==> src/rtl/core/can_receive_mailbox_table_top_macros.svh <==
`ifndef CAN_RECEIVE_MAILBOX_TABLE_TOP_MACROS_SVH
`define CAN_RECEIVE_MAILBOX_TABLE_TOP_MACROS_SVH

// same-cycle implication, clocked on aclk, off during reset
`define CRMT_CHECK(label, ante, cons, msg) \
    label: assert property (@(posedge aclk) disable iff (!aresetn) (ante) |-> (cons)) \
        else $error(msg);

// next-cycle implication
`define CRMT_CHECK_NEXT(label, ante, cons, msg) \
    label: assert property (@(posedge aclk) disable iff (!aresetn) (ante) |=> (cons)) \
        else $error(msg);

`endif

==> src/rtl/core/can_rmt_pkg.sv <==
package can_rmt_pkg;

    localparam int IDENT_W = 29;
    localparam int HINT_W  = 4;
    localparam int LEN_W   = 4;
    localparam int DATA_W  = 64;
    localparam int SLOT_W  = 4;
    localparam int STAT_W  = 2;

    localparam logic [LEN_W-1:0] MAX_LEN = 4'd8;

    localparam logic [STAT_W-1:0] ST_OK   = 2'd0;
    localparam logic [STAT_W-1:0] ST_FULL = 2'd1;
    localparam logic [STAT_W-1:0] ST_MISS = 2'd2;

    typedef enum logic [2:0] {
        OP_SET_WAIT  = 3'd0,
        OP_ALLOC     = 3'd1,
        OP_RELEASE   = 3'd2,
        OP_STORE     = 3'd3,
        OP_FETCH     = 3'd4,
        OP_FETCH_ANS = 3'd5,
        OP_CHECK     = 3'd6,
        OP_CHECK_ANS = 3'd7
    } op_t;

    typedef struct packed {
        logic [2:0]         mode;
        logic [IDENT_W-1:0] ident;
        logic               is_extended;
        logic               mark_answer;
        logic [HINT_W-1:0]  slot_hint;
        logic [LEN_W-1:0]   length;
        logic [DATA_W-1:0]  payload;
    } in_item_t;

    typedef struct packed {
        logic [STAT_W-1:0] status;
        logic              hit;
        logic [SLOT_W-1:0] slot;
        logic [LEN_W-1:0]  out_length;
        logic [DATA_W-1:0] out_payload;
    } out_item_t;

    typedef struct packed {
        logic capture;
        logic id_rd;
        logic id_rd_hint;
        logic take_chk;
        logic take_ans;
        logic dat_rd;
        logic commit;
    } cmd_t;

    typedef struct packed {
        op_t  op;
        logic is_ext;
        logic hint_ok;
        logic scan_hit;
        logic ans_ok;
    } sts_t;

endpackage

==> src/rtl/core/can_rmt_dp.sv <==
module can_rmt_dp import can_rmt_pkg::*; #(
    parameter int SLOT_COUNT = 16,
    localparam int IDX_W = $clog2(SLOT_COUNT)
) (
    input  logic             aclk,
    input  logic             aresetn,
    input  cmd_t             cmd,
    input  logic [IDX_W-1:0] scan_addr,
    input  in_item_t         s_item,
    output sts_t             sts,
    output out_item_t        m_item
);

    function automatic logic [DATA_W-1:0] len_mask(input logic [LEN_W-1:0] len);
        logic [DATA_W-1:0] m;
        m = '0;
        for (int b = 0; b < DATA_W / 8; b++) begin
            if (LEN_W'(b) < len) begin
                m[b*8 +: 8] = 8'hFF;
            end
        end
        return m;
    endfunction

    in_item_t item_reg;
    op_t      op;

    logic [IDENT_W-1:0] id_mem  [SLOT_COUNT];
    logic [LEN_W-1:0]   len_mem [SLOT_COUNT];
    logic [DATA_W-1:0]  pay_mem [SLOT_COUNT];

    logic [SLOT_COUNT-1:0] id_vld_reg;
    logic [SLOT_COUNT-1:0] pend_reg;

    logic [IDENT_W-1:0] id_rd_reg;
    logic               id_rd_vld_reg;
    logic [IDX_W-1:0]   rd_addr_reg;
    logic [IDX_W-1:0]   slot_reg;
    logic               found_reg;
    logic               ans_vld_reg;
    logic [IDX_W-1:0]   ans_idx_reg;
    logic [LEN_W-1:0]   dat_len_reg;
    logic [DATA_W-1:0]  dat_pay_reg;
    out_item_t          m_item_reg;
    out_item_t          res;

    logic [IDX_W+3:0]   hint_w;
    logic [IDX_W+3:0]   slot_w;
    logic               hint_ok;
    logic [IDX_W-1:0]   rd_addr;
    logic [IDENT_W-1:0] eff_id;
    logic               id_match;
    logic               id_free;
    logic               chk_pend;
    logic               scan_hit;
    logic [LEN_W-1:0]   store_len;
    logic               id_wr_en;
    logic [IDX_W-1:0]   id_wr_addr;

    assign op       = op_t'(item_reg.mode);
    assign hint_w   = (IDX_W + 4)'(item_reg.slot_hint);
    assign hint_ok  = hint_w < (IDX_W + 4)'(SLOT_COUNT);
    assign rd_addr  = cmd.id_rd_hint ? hint_w[IDX_W-1:0] : scan_addr;
    assign slot_w   = (IDX_W + 4)'(slot_reg);

    // a slot without its valid bit reads as free
    assign eff_id   = id_rd_vld_reg ? id_rd_reg : '0;
    assign id_match = eff_id == item_reg.ident;
    assign id_free  = eff_id == '0;
    assign chk_pend = pend_reg[rd_addr_reg];

    always_comb begin
        case (op) inside
            OP_ALLOC:                      scan_hit = id_free;
            OP_RELEASE, OP_STORE:          scan_hit = id_match;
            OP_FETCH, OP_CHECK:            scan_hit = id_match && chk_pend;
            default:                       scan_hit = 1'b0;
        endcase
    end

    assign sts.op       = op;
    assign sts.is_ext   = item_reg.is_extended;
    assign sts.hint_ok  = hint_ok;
    assign sts.scan_hit = scan_hit;
    assign sts.ans_ok   = ans_vld_reg && pend_reg[ans_idx_reg];

    assign store_len  = (item_reg.length > MAX_LEN) ? MAX_LEN : item_reg.length;
    assign id_wr_en   = cmd.commit &&
                        ((op == OP_SET_WAIT) || ((op == OP_ALLOC) && found_reg));
    assign id_wr_addr = (op == OP_SET_WAIT) ? '0 : slot_reg;

    always_comb begin
        res = '0;
        if (op == OP_SET_WAIT) begin
            res.status = ST_OK;
            res.hit    = 1'b1;
        end else if (found_reg) begin
            res.status = ST_OK;
            res.hit    = 1'b1;
            res.slot   = slot_w[SLOT_W-1:0];
            if ((op == OP_FETCH) || (op == OP_FETCH_ANS)) begin
                res.out_length  = dat_len_reg;
                res.out_payload = dat_pay_reg & len_mask(dat_len_reg);
            end
        end else begin
            res.status = (op == OP_ALLOC) ? ST_FULL : ST_MISS;
        end
    end

    // identifier store
    always_ff @(posedge aclk) begin
        if (id_wr_en) begin
            id_mem[id_wr_addr] <= item_reg.ident;
        end
        if (cmd.id_rd) begin
            id_rd_reg     <= id_mem[rd_addr];
            id_rd_vld_reg <= id_vld_reg[rd_addr];
            rd_addr_reg   <= rd_addr;
        end
    end

    // frame data store
    always_ff @(posedge aclk) begin
        if (cmd.commit && found_reg && (op == OP_STORE)) begin
            len_mem[slot_reg] <= store_len;
            pay_mem[slot_reg] <= item_reg.payload;
        end
        if (cmd.dat_rd) begin
            dat_len_reg <= len_mem[slot_reg];
            dat_pay_reg <= pay_mem[slot_reg];
        end
    end

    always_ff @(posedge aclk) begin
        if (cmd.capture) begin
            item_reg <= s_item;
        end
        if (cmd.commit) begin
            m_item_reg <= res;
        end
    end

    always_ff @(posedge aclk) begin
        if (!aresetn) begin
            id_vld_reg  <= '0;
            pend_reg    <= '0;
            ans_vld_reg <= 1'b0;
            ans_idx_reg <= '0;
            found_reg   <= 1'b0;
            slot_reg    <= '0;
        end else begin
            if (cmd.capture) begin
                found_reg <= 1'b0;
                slot_reg  <= '0;
            end else if (cmd.take_chk) begin
                found_reg <= 1'b1;
                slot_reg  <= rd_addr_reg;
            end else if (cmd.take_ans) begin
                found_reg <= 1'b1;
                slot_reg  <= ans_idx_reg;
            end
            if (id_wr_en) begin
                id_vld_reg[id_wr_addr] <= 1'b1;
            end
            if (cmd.commit && found_reg) begin
                case (op) inside
                    OP_RELEASE, OP_FETCH_ANS: begin
                        id_vld_reg[slot_reg] <= 1'b0;
                        pend_reg[slot_reg]   <= 1'b0;
                    end
                    OP_FETCH: pend_reg[slot_reg] <= 1'b0;
                    OP_STORE: pend_reg[slot_reg] <= 1'b1;
                    OP_ALLOC: begin
                        if (item_reg.is_extended) begin
                            ans_vld_reg <= item_reg.mark_answer;
                            if (item_reg.mark_answer) begin
                                ans_idx_reg <= slot_reg;
                            end
                        end else if (item_reg.mark_answer) begin
                            ans_vld_reg <= 1'b1;
                            ans_idx_reg <= slot_reg;
                        end
                    end
                    default: ;
                endcase
            end
        end
    end

    assign m_item = m_item_reg;

endmodule

==> src/rtl/core/can_rmt_ctrl.sv <==
`include "can_receive_mailbox_table_top_macros.svh"

module can_rmt_ctrl import can_rmt_pkg::*; #(
    parameter int SLOT_COUNT     = 16,
    parameter int STANDARD_SLOTS = 8,
    localparam int IDX_W   = $clog2(SLOT_COUNT),
    localparam int CNT_W   = $clog2(SLOT_COUNT + 1),
    localparam int STD_END = (STANDARD_SLOTS < SLOT_COUNT) ? STANDARD_SLOTS : SLOT_COUNT
) (
    input  logic             aclk,
    input  logic             aresetn,
    input  logic             s_valid,
    output logic             s_ready,
    output logic             m_valid,
    input  logic             m_ready,
    input  sts_t             sts,
    output cmd_t             cmd,
    output logic [IDX_W-1:0] scan_addr
);

    typedef enum logic [2:0] {
        S_IDLE,
        S_START,
        S_HINT,
        S_SCAN,
        S_READ,
        S_FINISH
    } state_t;

    state_t           state_reg, state_next;
    logic [CNT_W-1:0] addr_reg, addr_next;
    logic [CNT_W-1:0] hi_reg, hi_next;
    logic             chk_reg, chk_next;
    logic             out_valid_reg, out_valid_next;
    logic             scan_found;
    logic             scan_more;

    assign scan_found = chk_reg && sts.scan_hit;
    assign scan_more  = addr_reg < hi_reg;

    always_comb begin
        state_next = state_reg;
        addr_next  = addr_reg;
        hi_next    = hi_reg;
        chk_next   = 1'b0;
        cmd        = '0;
        unique case (state_reg)
            S_IDLE: begin
                if (s_valid) begin
                    cmd.capture = 1'b1;
                    state_next  = S_START;
                end
            end
            S_START: begin
                unique case (sts.op) inside
                    OP_SET_WAIT: state_next = S_FINISH;
                    OP_CHECK_ANS: begin
                        cmd.take_ans = sts.ans_ok;
                        state_next   = S_FINISH;
                    end
                    OP_FETCH_ANS: begin
                        cmd.take_ans = sts.ans_ok;
                        state_next   = sts.ans_ok ? S_READ : S_FINISH;
                    end
                    OP_STORE: begin
                        if (sts.hint_ok) begin
                            cmd.id_rd      = 1'b1;
                            cmd.id_rd_hint = 1'b1;
                            state_next     = S_HINT;
                        end else begin
                            addr_next  = '0;
                            hi_next    = CNT_W'(SLOT_COUNT);
                            state_next = S_SCAN;
                        end
                    end
                    OP_ALLOC, OP_RELEASE: begin
                        // slot 0 is the wait slot
                        addr_next  = sts.is_ext ? CNT_W'(STD_END) : CNT_W'(1);
                        hi_next    = sts.is_ext ? CNT_W'(SLOT_COUNT) : CNT_W'(STD_END);
                        state_next = S_SCAN;
                    end
                    OP_FETCH: begin
                        addr_next  = sts.is_ext ? CNT_W'(STD_END) : '0;
                        hi_next    = sts.is_ext ? CNT_W'(SLOT_COUNT) : CNT_W'(STD_END);
                        state_next = S_SCAN;
                    end
                    OP_CHECK: begin
                        addr_next  = '0;
                        hi_next    = CNT_W'(SLOT_COUNT);
                        state_next = S_SCAN;
                    end
                endcase
            end
            S_HINT: begin
                if (sts.scan_hit) begin
                    cmd.take_chk = 1'b1;
                    state_next   = S_FINISH;
                end else begin
                    addr_next  = '0;
                    hi_next    = CNT_W'(SLOT_COUNT);
                    state_next = S_SCAN;
                end
            end
            S_SCAN: begin
                // reads issue one slot ahead of the compare
                if (scan_found) begin
                    cmd.take_chk = 1'b1;
                    state_next   = (sts.op == OP_FETCH) ? S_READ : S_FINISH;
                end else if (scan_more) begin
                    cmd.id_rd = 1'b1;
                    addr_next = addr_reg + CNT_W'(1);
                    chk_next  = 1'b1;
                end else begin
                    state_next = S_FINISH;
                end
            end
            S_READ: begin
                cmd.dat_rd = 1'b1;
                state_next = S_FINISH;
            end
            S_FINISH: begin
                if (!out_valid_reg || m_ready) begin
                    cmd.commit = 1'b1;
                    state_next = S_IDLE;
                end
            end
        endcase
        if (cmd.commit) begin
            out_valid_next = 1'b1;
        end else if (m_ready) begin
            out_valid_next = 1'b0;
        end else begin
            out_valid_next = out_valid_reg;
        end
    end

    always_ff @(posedge aclk) begin
        if (!aresetn) begin
            state_reg     <= S_IDLE;
            addr_reg      <= '0;
            hi_reg        <= '0;
            chk_reg       <= 1'b0;
            out_valid_reg <= 1'b0;
        end else begin
            state_reg     <= state_next;
            addr_reg      <= addr_next;
            hi_reg        <= hi_next;
            chk_reg       <= chk_next;
            out_valid_reg <= out_valid_next;
        end
    end

    assign s_ready   = state_reg == S_IDLE;
    assign m_valid   = out_valid_reg;
    assign scan_addr = addr_reg[IDX_W-1:0];

    `CRMT_CHECK(a_scan_bound, state_reg == S_SCAN, (addr_reg <= hi_reg) && (hi_reg <= CNT_W'(SLOT_COUNT)), "scan address out of range")
    `CRMT_CHECK(a_no_overwrite, out_valid_reg && !m_ready, !cmd.commit, "held result overwritten")
    `CRMT_CHECK_NEXT(a_capture_start, cmd.capture, state_reg == S_START, "transfer not started")
    `CRMT_CHECK(a_read_after_find, cmd.dat_rd, ($past(state_reg) == S_SCAN) || ($past(state_reg) == S_START), "data read without a found slot")

endmodule

==> src/rtl/core/can_receive_mailbox_table_top.sv <==
// channel  | ports                      | transfer
// ---------+----------------------------+--------------------------------------
// input    | s_valid, s_ready, s_data   | one operation on the mailbox table
// result   | m_valid, m_ready, m_data   | one result per operation
//
// set wait id and check answer go from start straight to finish, fetch answer reads data between
// a scan reads one slot of its range per cycle until a hit or the end of its range
// a store whose hint misses falls back to a scan, a fetch that hits adds the data read
// the scan rate is set by the one read port of the identifier store
// reset clears every slot through per-slot valid bits, no clearing pass
// a new operation is taken while a result waits; the next result waits in its last cycle
module can_receive_mailbox_table_top import can_rmt_pkg::*; #(
    parameter int SLOT_COUNT     = 16,
    parameter int STANDARD_SLOTS = 8
) (
    input  logic      aclk,
    input  logic      aresetn,
    input  logic      s_valid,
    output logic      s_ready,
    input  in_item_t  s_data,
    output logic      m_valid,
    input  logic      m_ready,
    output out_item_t m_data
);

    localparam int IDX_W = $clog2(SLOT_COUNT);

    cmd_t             cmd;
    sts_t             sts;
    logic [IDX_W-1:0] scan_addr;

    can_rmt_ctrl #(
        .SLOT_COUNT     (SLOT_COUNT),
        .STANDARD_SLOTS (STANDARD_SLOTS)
    ) u_ctrl (
        .aclk      (aclk),
        .aresetn   (aresetn),
        .s_valid   (s_valid),
        .s_ready   (s_ready),
        .m_valid   (m_valid),
        .m_ready   (m_ready),
        .sts       (sts),
        .cmd       (cmd),
        .scan_addr (scan_addr)
    );

    can_rmt_dp #(
        .SLOT_COUNT (SLOT_COUNT)
    ) u_dp (
        .aclk      (aclk),
        .aresetn   (aresetn),
        .cmd       (cmd),
        .scan_addr (scan_addr),
        .s_item    (s_data),
        .sts       (sts),
        .m_item    (m_data)
    );

endmodule
==> config.mk <==
export PLATFORM = sky130hd
export DESIGN_NAME = can_receive_mailbox_table_top
export DESIGN_NICKNAME = d
export VERILOG_FILES = /design/src/rtl/core/can_rmt_pkg.sv /design/src/rtl/core/can_rmt_dp.sv /design/src/rtl/core/can_rmt_ctrl.sv /design/src/rtl/core/can_receive_mailbox_table_top.sv
export VERILOG_INCLUDE_DIRS = /design/src /design/src/rtl/core
export SDC_FILE = /design/constraint.sdc
export NUM_CORES = 2
export LEC_CHECK = 0
export ABC_CLOCK_PERIOD_IN_PS = 27500
export BUFFER_PORTS_ARGS = -buffer_cell sky130_fd_sc_hd__buf_2
export CAP_MARGIN = 20
export CELL_PAD_IN_SITES_DETAIL_PLACEMENT = 0
export CELL_PAD_IN_SITES_GLOBAL_PLACEMENT = 2
export CORE_ASPECT_RATIO = 1.75
export CORE_MARGIN = 3
export CORE_UTILIZATION = 52
export CTS_CLUSTER_SIZE = 30
export DETAILED_ROUTE_END_ITERATION = 10
export PLACE_DENSITY_LB_ADDON = 0.1
export RECOVER_POWER = 25
export SYNTH_ARGS = -nofsm -noshare
export SYNTH_HDL_FRONTEND = slang
export SYNTH_SLANG_ARGS = --single-unit
export TNS_END_PERCENT = 10
==> constraint.sdc <==
create_clock -name aclk -period 27.5 [get_ports aclk]
set_clock_uncertainty 0.05 [all_clocks]
set_input_delay 2.75 -clock aclk [delete_from_list [all_inputs] [get_ports aclk]]
set_output_delay 2.75 -clock aclk [all_outputs]
set_load 0.05 [all_outputs]
=== Word-level counts from Yosys, hierarchy flattened ===
Memories as Yosys holds them, arrays and structs flattened. A register that Yosys moved wholly into a read port is not among the register bits.
Index checks and enable logic that the tools add are counted.

* $add $sub $neg: 1
* Magnitude comparators: 18
* Eq/ne operators: 22
* Multiplexer cells: 110
* Bitwise logic cells: 12
* Reductions and logical operators: 41

{| class="wikitable"
|+ Operator list
! operator !! count
|-
| two-way mux 8 bit || 32
|-
| two-way mux 16 bit || 7
|-
| two-way mux 73 bit || 1
|-
| two-way mux 68 bit || 1
|-
| AND 64 bit || 1
|-
| two-way mux 5 bit || 7
|-
| two-way mux 1 bit || 33
|-
| AND 16 bit || 2
|-
| bitwise OR 16 bit || 2
|-
| < comparator 4 x 5 -> 1 bit (second input constant) || 6
|-
| one-hot mux 5 bit (3 select lines) || 2
|-
| equality test 29 bit || 1
|-
| zero test 29 bit || 1
|-
| two-way mux 29 bit || 1
|-
| two-way mux 4 bit || 7
|-
| one-hot mux 5 bit (4 select lines) || 1
|-
| equality test 3 bit (second input constant) || 6
|-
| one-hot mux 3 bit (6 select lines) || 1
|-
| AND reduction 6 bit || 3
|-
| OR reduction 2 bit || 9
|-
| < comparator 3 x 4 -> 1 bit (first input constant) || 4
|-
| inverter 16 bit || 1
|-
| two-way mux 3 bit || 5
|-
| binary-select mux 1 bit (select 4 bit) || 3
|-
| other kinds (31) || 67
|}

* Flip-flop bits (word level): 243
* RAM bits: 1552
* Input bits: 110
* Logic and storage cells: 232
* Memories kept: 3

{| class="wikitable"
|+ Memories
! memory !! depth !! width !! rd ports !! clocked after memory_dff !! write ports !! line !! text
|-
| u_dp.pay_mem || 16 || 64 || 1 || 1 || 1 || can_rmt_dp.sv:30 || <nowiki>logic [DATA_W-1:0] pay_mem [SLOT_COUNT];</nowiki>
|-
| u_dp.id_mem || 16 || 29 || 1 || 1 || 1 || can_rmt_dp.sv:28 || <nowiki>logic [IDENT_W-1:0] id_mem [SLOT_COUNT];</nowiki>
|-
| u_dp.len_mem || 16 || 4 || 1 || 1 || 1 || can_rmt_dp.sv:29 || <nowiki>logic [LEN_W-1:0] len_mem [SLOT_COUNT];</nowiki>
|}

=== Longest topological paths before layout ===
* Word-level depth: 12
* Gate-level depth with buffers: 11
* Gate-level depth less buffers: 9

=== Modules after synthesis ===
Synthesis repeated with hierarchy kept, for this count alone.

* Cell total of the unflattened synthesis: 3761
* Area, all modules: 72019.1 sq um

{| class="wikitable"
|+ By module, submodules not included
! module !! times used !! cells each !! area each (sq um) !! seq. area each (sq um)
|-
| can_rmt_dp || 1 || 3636 || 71036.9 || 55943.7
|-
| can_rmt_ctrl || 1 || 125 || 982.2 || 240.2
|}

=== Worst setup path before layout ===
Ideal clock, no wire load.

* Kind: input-to-reg
* Start point: input port m_ready
* End point: register with a tool-made name
* Library setup time: 71 ps
* Data arrival time: 10435 ps
* Required time: 27379 ps
* Setup slack: 16944 ps
* Cell stages on the path: 8
* Path buffers: 1
* Path through: nor2b_1 nor2_1 and2_0 and3_1 clkbuf_1 nand3_1 nor2_1 o221a_2

{| class="wikitable"
|+ RTL lines
! element !! line !! text
|-
| start, declared || can_receive_mailbox_table_top.sv:22 || <nowiki>input logic m_ready,</nowiki>
|}

==> out/metrics.yaml <==
status:
  status: "finished clean"
clocking:
  cts_root_buffer: "clkbuf_16"
  clk_pin_slew_worst_paths_ns: 0.06
  cts_max_level: 4
  post_cts_buffers: 0
  ctsHoldBuffers: 0
  cts_tree: "yes"
  clk_path_buf_depth: 3
  clk_latency_ns: 0.78
  cts.sinks: 1889
  cts_buffers: 165
  cts-resized-gates: 0
finish:
  utilization: 0.590
  final_area_um2: 80500
  largest_register_ffs: 1024
  finalNetCount: 4103
  syn2layout_area_growth_pct: 12.2
  drive_gt1_frac: 0.223
synthesis:
  yosysWarningCount: 0
  syn-num-nets: 3863
  synth.most_common_cell: "edfxtp_1"
  synth_area_leaders: "edfxtp_1, mux4_2, nand2_1"
  yosysTopAreaCellShare: 0.769
  syn_area_per_cell_um2: 19.1
  async_flop_share: 0
  syn_area_um2: 71700
  yosysTopAreaCell: "edfxtp_1"
  synth_ff_type: "edfxtp_1"
  ys_types: 67
  ys_ff_latch: 1889
  synth-seq-area-share: 0.784
  synth_edf_count: 1835
  yosys-top-cells-count: "edfxtp_1, nand2_1, mux4_2"
  synthCells: 3750
worst_setup_path:
  start_kind: "input pin"
  worst_ep_arrival_time_ns: 6.48
  cp.required_ns: 27.84
  r2r_cells: 9
  end_kind: "flop"
  crit_fanout: 46
  crit_type: "input pin to flop"
timing:
  drv_slew: 0
  fin_hold_ws_ns: 0.431
  finalCriticalPeriod_ns: 6.14
  finalHoldViolations: 0
  worst_slack_ns: 21.36
  setup_viol: 0
  tightest_slew_ns: 1.34
  relSlewSlack: 0.106
  max_clock_freq_mhz: 163
  setup_tns_ns: 0
  fin_crit_sh: 0.223
  rsz0062_at_grt: "no"
worst_hold_path:
  min_path_type: "flop to flop"
  min_delay_path_depth: 2
place:
  post-place-ws_ns: 20.50
  gp_congestion: 0.803
  dp.final_hpwl_um: 93400
  port_buffers: 186
  place_area_um2: 75000
route:
  vias_per_cell: 6.02
  finalWirelength_um: 168000
  vias: 35700
  drt-initial-drc-count: 3366
  drc: 0
  drt_pre_antenna_iters: 8
  drtAntennaViolNets: 0
  routedWlPerCell_um: 28.4
pwr:
  vdd_drop_max_uv: 62.1
  p_leak_nw: 25.3
  p_per_area_nw_per_um2: 73.4
die:
  die_h_um: 497
  start_util: 0.526
  ios: 187
  std_cell_rows: 179
  die_x_um: 287
  core_um2: 136000
  die_area_um2: 143000
grt:
  track_usage: 0.240
  grt_pass1_wl_um: 249000
  overflow: 0
  grt_pass1_vias: 37600
  grt_max_degree: 167
  grt_antenna_before_repair: 7
job:
  cap_violations: 0
final timing paths:
| check | slack, ns | start | to |
|---|---|---|---|
| max | 21.36 | m_ready | u_dp.pay_mem[11][52]$_DFFE_PP_ |
| max reg2reg | 22.45 | u_dp.op[0]$_DFFE_PP_ | u_dp.id_rd_reg[4]$_DFFE_PP_ |
| min | 0.43 | u_dp.ans_vld_reg$_SDFFE_PN0P_ | u_dp.ans_vld_reg$_SDFFE_PN0P_ |
| min reg2reg | 0.43 | u_dp.ans_vld_reg$_SDFFE_PN0P_ | u_dp.ans_vld_reg$_SDFFE_PN0P_ |
logic make-up (layout without fill, tap and decap cells):
| logic type | Yosys count | after routing | share of synthesized area |
|---|---|---|---|
| DFF | 1889 | 1889 | 0.784 |
| xor gates and xnor gates | 9 | 9 | 0.00110 |
| muxes | 370 | 370 | 0.113 |
| AOI/OAI and AO/OA | 209 | 209 | 0.0222 |
| adders and majority gates | 3 | 3 | 0.000524 |
| and+or+nand+nor | 1031 | 1031 | 0.0663 |
| buffers and inverters | 239 | 615 | 0.0134 |
| other | 0 | 1 | 0 |
metrics by stage:
| stage | power [W] | instances |
|---|---|---|
| 3_5_place_dp | 0.00366 | 5628 |
| 2_1_floorplan | 0.00353 | 3750 |
| 3_3_place_gp | 0.00364 | 5625 |
| 4_1_cts | 0.00596 | 5931 |
| 5_1_grt | 0.00609 | 5937 |
| 6_report | 0.00590 | 5937 |
power breakdown:
part | total (W) | switching (W) | internal, W | leakage (nW)
Combinational | 0.000236 | 0.000180 | 0.0000559 | 5.76
Clock | 0.00231 | 0.00103 | 0.00128 | 2.63
Sequential | 0.00335 | 0.0000835 | 0.00327 | 16.9
critical path, cell delays in order:
cell     delay [ns]
buf_2          0.08
nor2b_1        0.07
nor2_4         0.58
and2_0         0.41
nand2_1        0.10
nor2_1         0.38
nand3_1        0.33
nor2_4         0.86
buf_4          0.85
per-layer routing:
metal / part of all wire / routed length [um] / up-vias / track usage
met5: 0 / 0 / - / 0
met4: 0.040 / 6680 / 0 / 0.0937
met3: 0.052 / 8770 / 313 / 0.0363
met2: 0.54 / 91100 / 1145 / 0.429
met1: 0.37 / 61800 / 18800 / 0.293
li1: - / - / 15500 / -
cell type report:
type                       instances  area, um^2
antenna                            1        2.50
clock buffer                     198        4300
clock inverter                   105        1080
fill                            9954       55900
inverter                          38         171
multi-input combinational       1622       14800
sequential                      1889       56200
tap                             1810        2260
timing repair buffer             274        1660
layout by cell type, fill, tap and decap left out, drive strengths merged, types with 6 or more instances in the layout:
master | netlist | routed
clkinv | 0 | 78
and3 | 41 | 41
clkbuf | 139 | 217
inv | 38 | 43
o21ai | 23 | 23
a21oi | 22 | 22
nor4 | 11 | 11
and2 | 69 | 69
nor3 | 10 | 10
a311oi | 61 | 61
nor4bb | 6 | 6
nor2 | 59 | 59
o221a | 21 | 21
mux4 | 348 | 348
a22oi | 6 | 6
mux2i | 17 | 17
o21a | 6 | 6
edfxtp | 1835 | 1835
o22ai | 7 | 7
buf | 62 | 255
a31oi | 40 | 40
nand3 | 267 | 267
xnor2 | 6 | 6
nand2 | 523 | 523
bufinv | 0 | 17
dfxtp | 54 | 54
nor2b | 13 | 13
No activity file was read; power rests on OpenSTA's default activity.
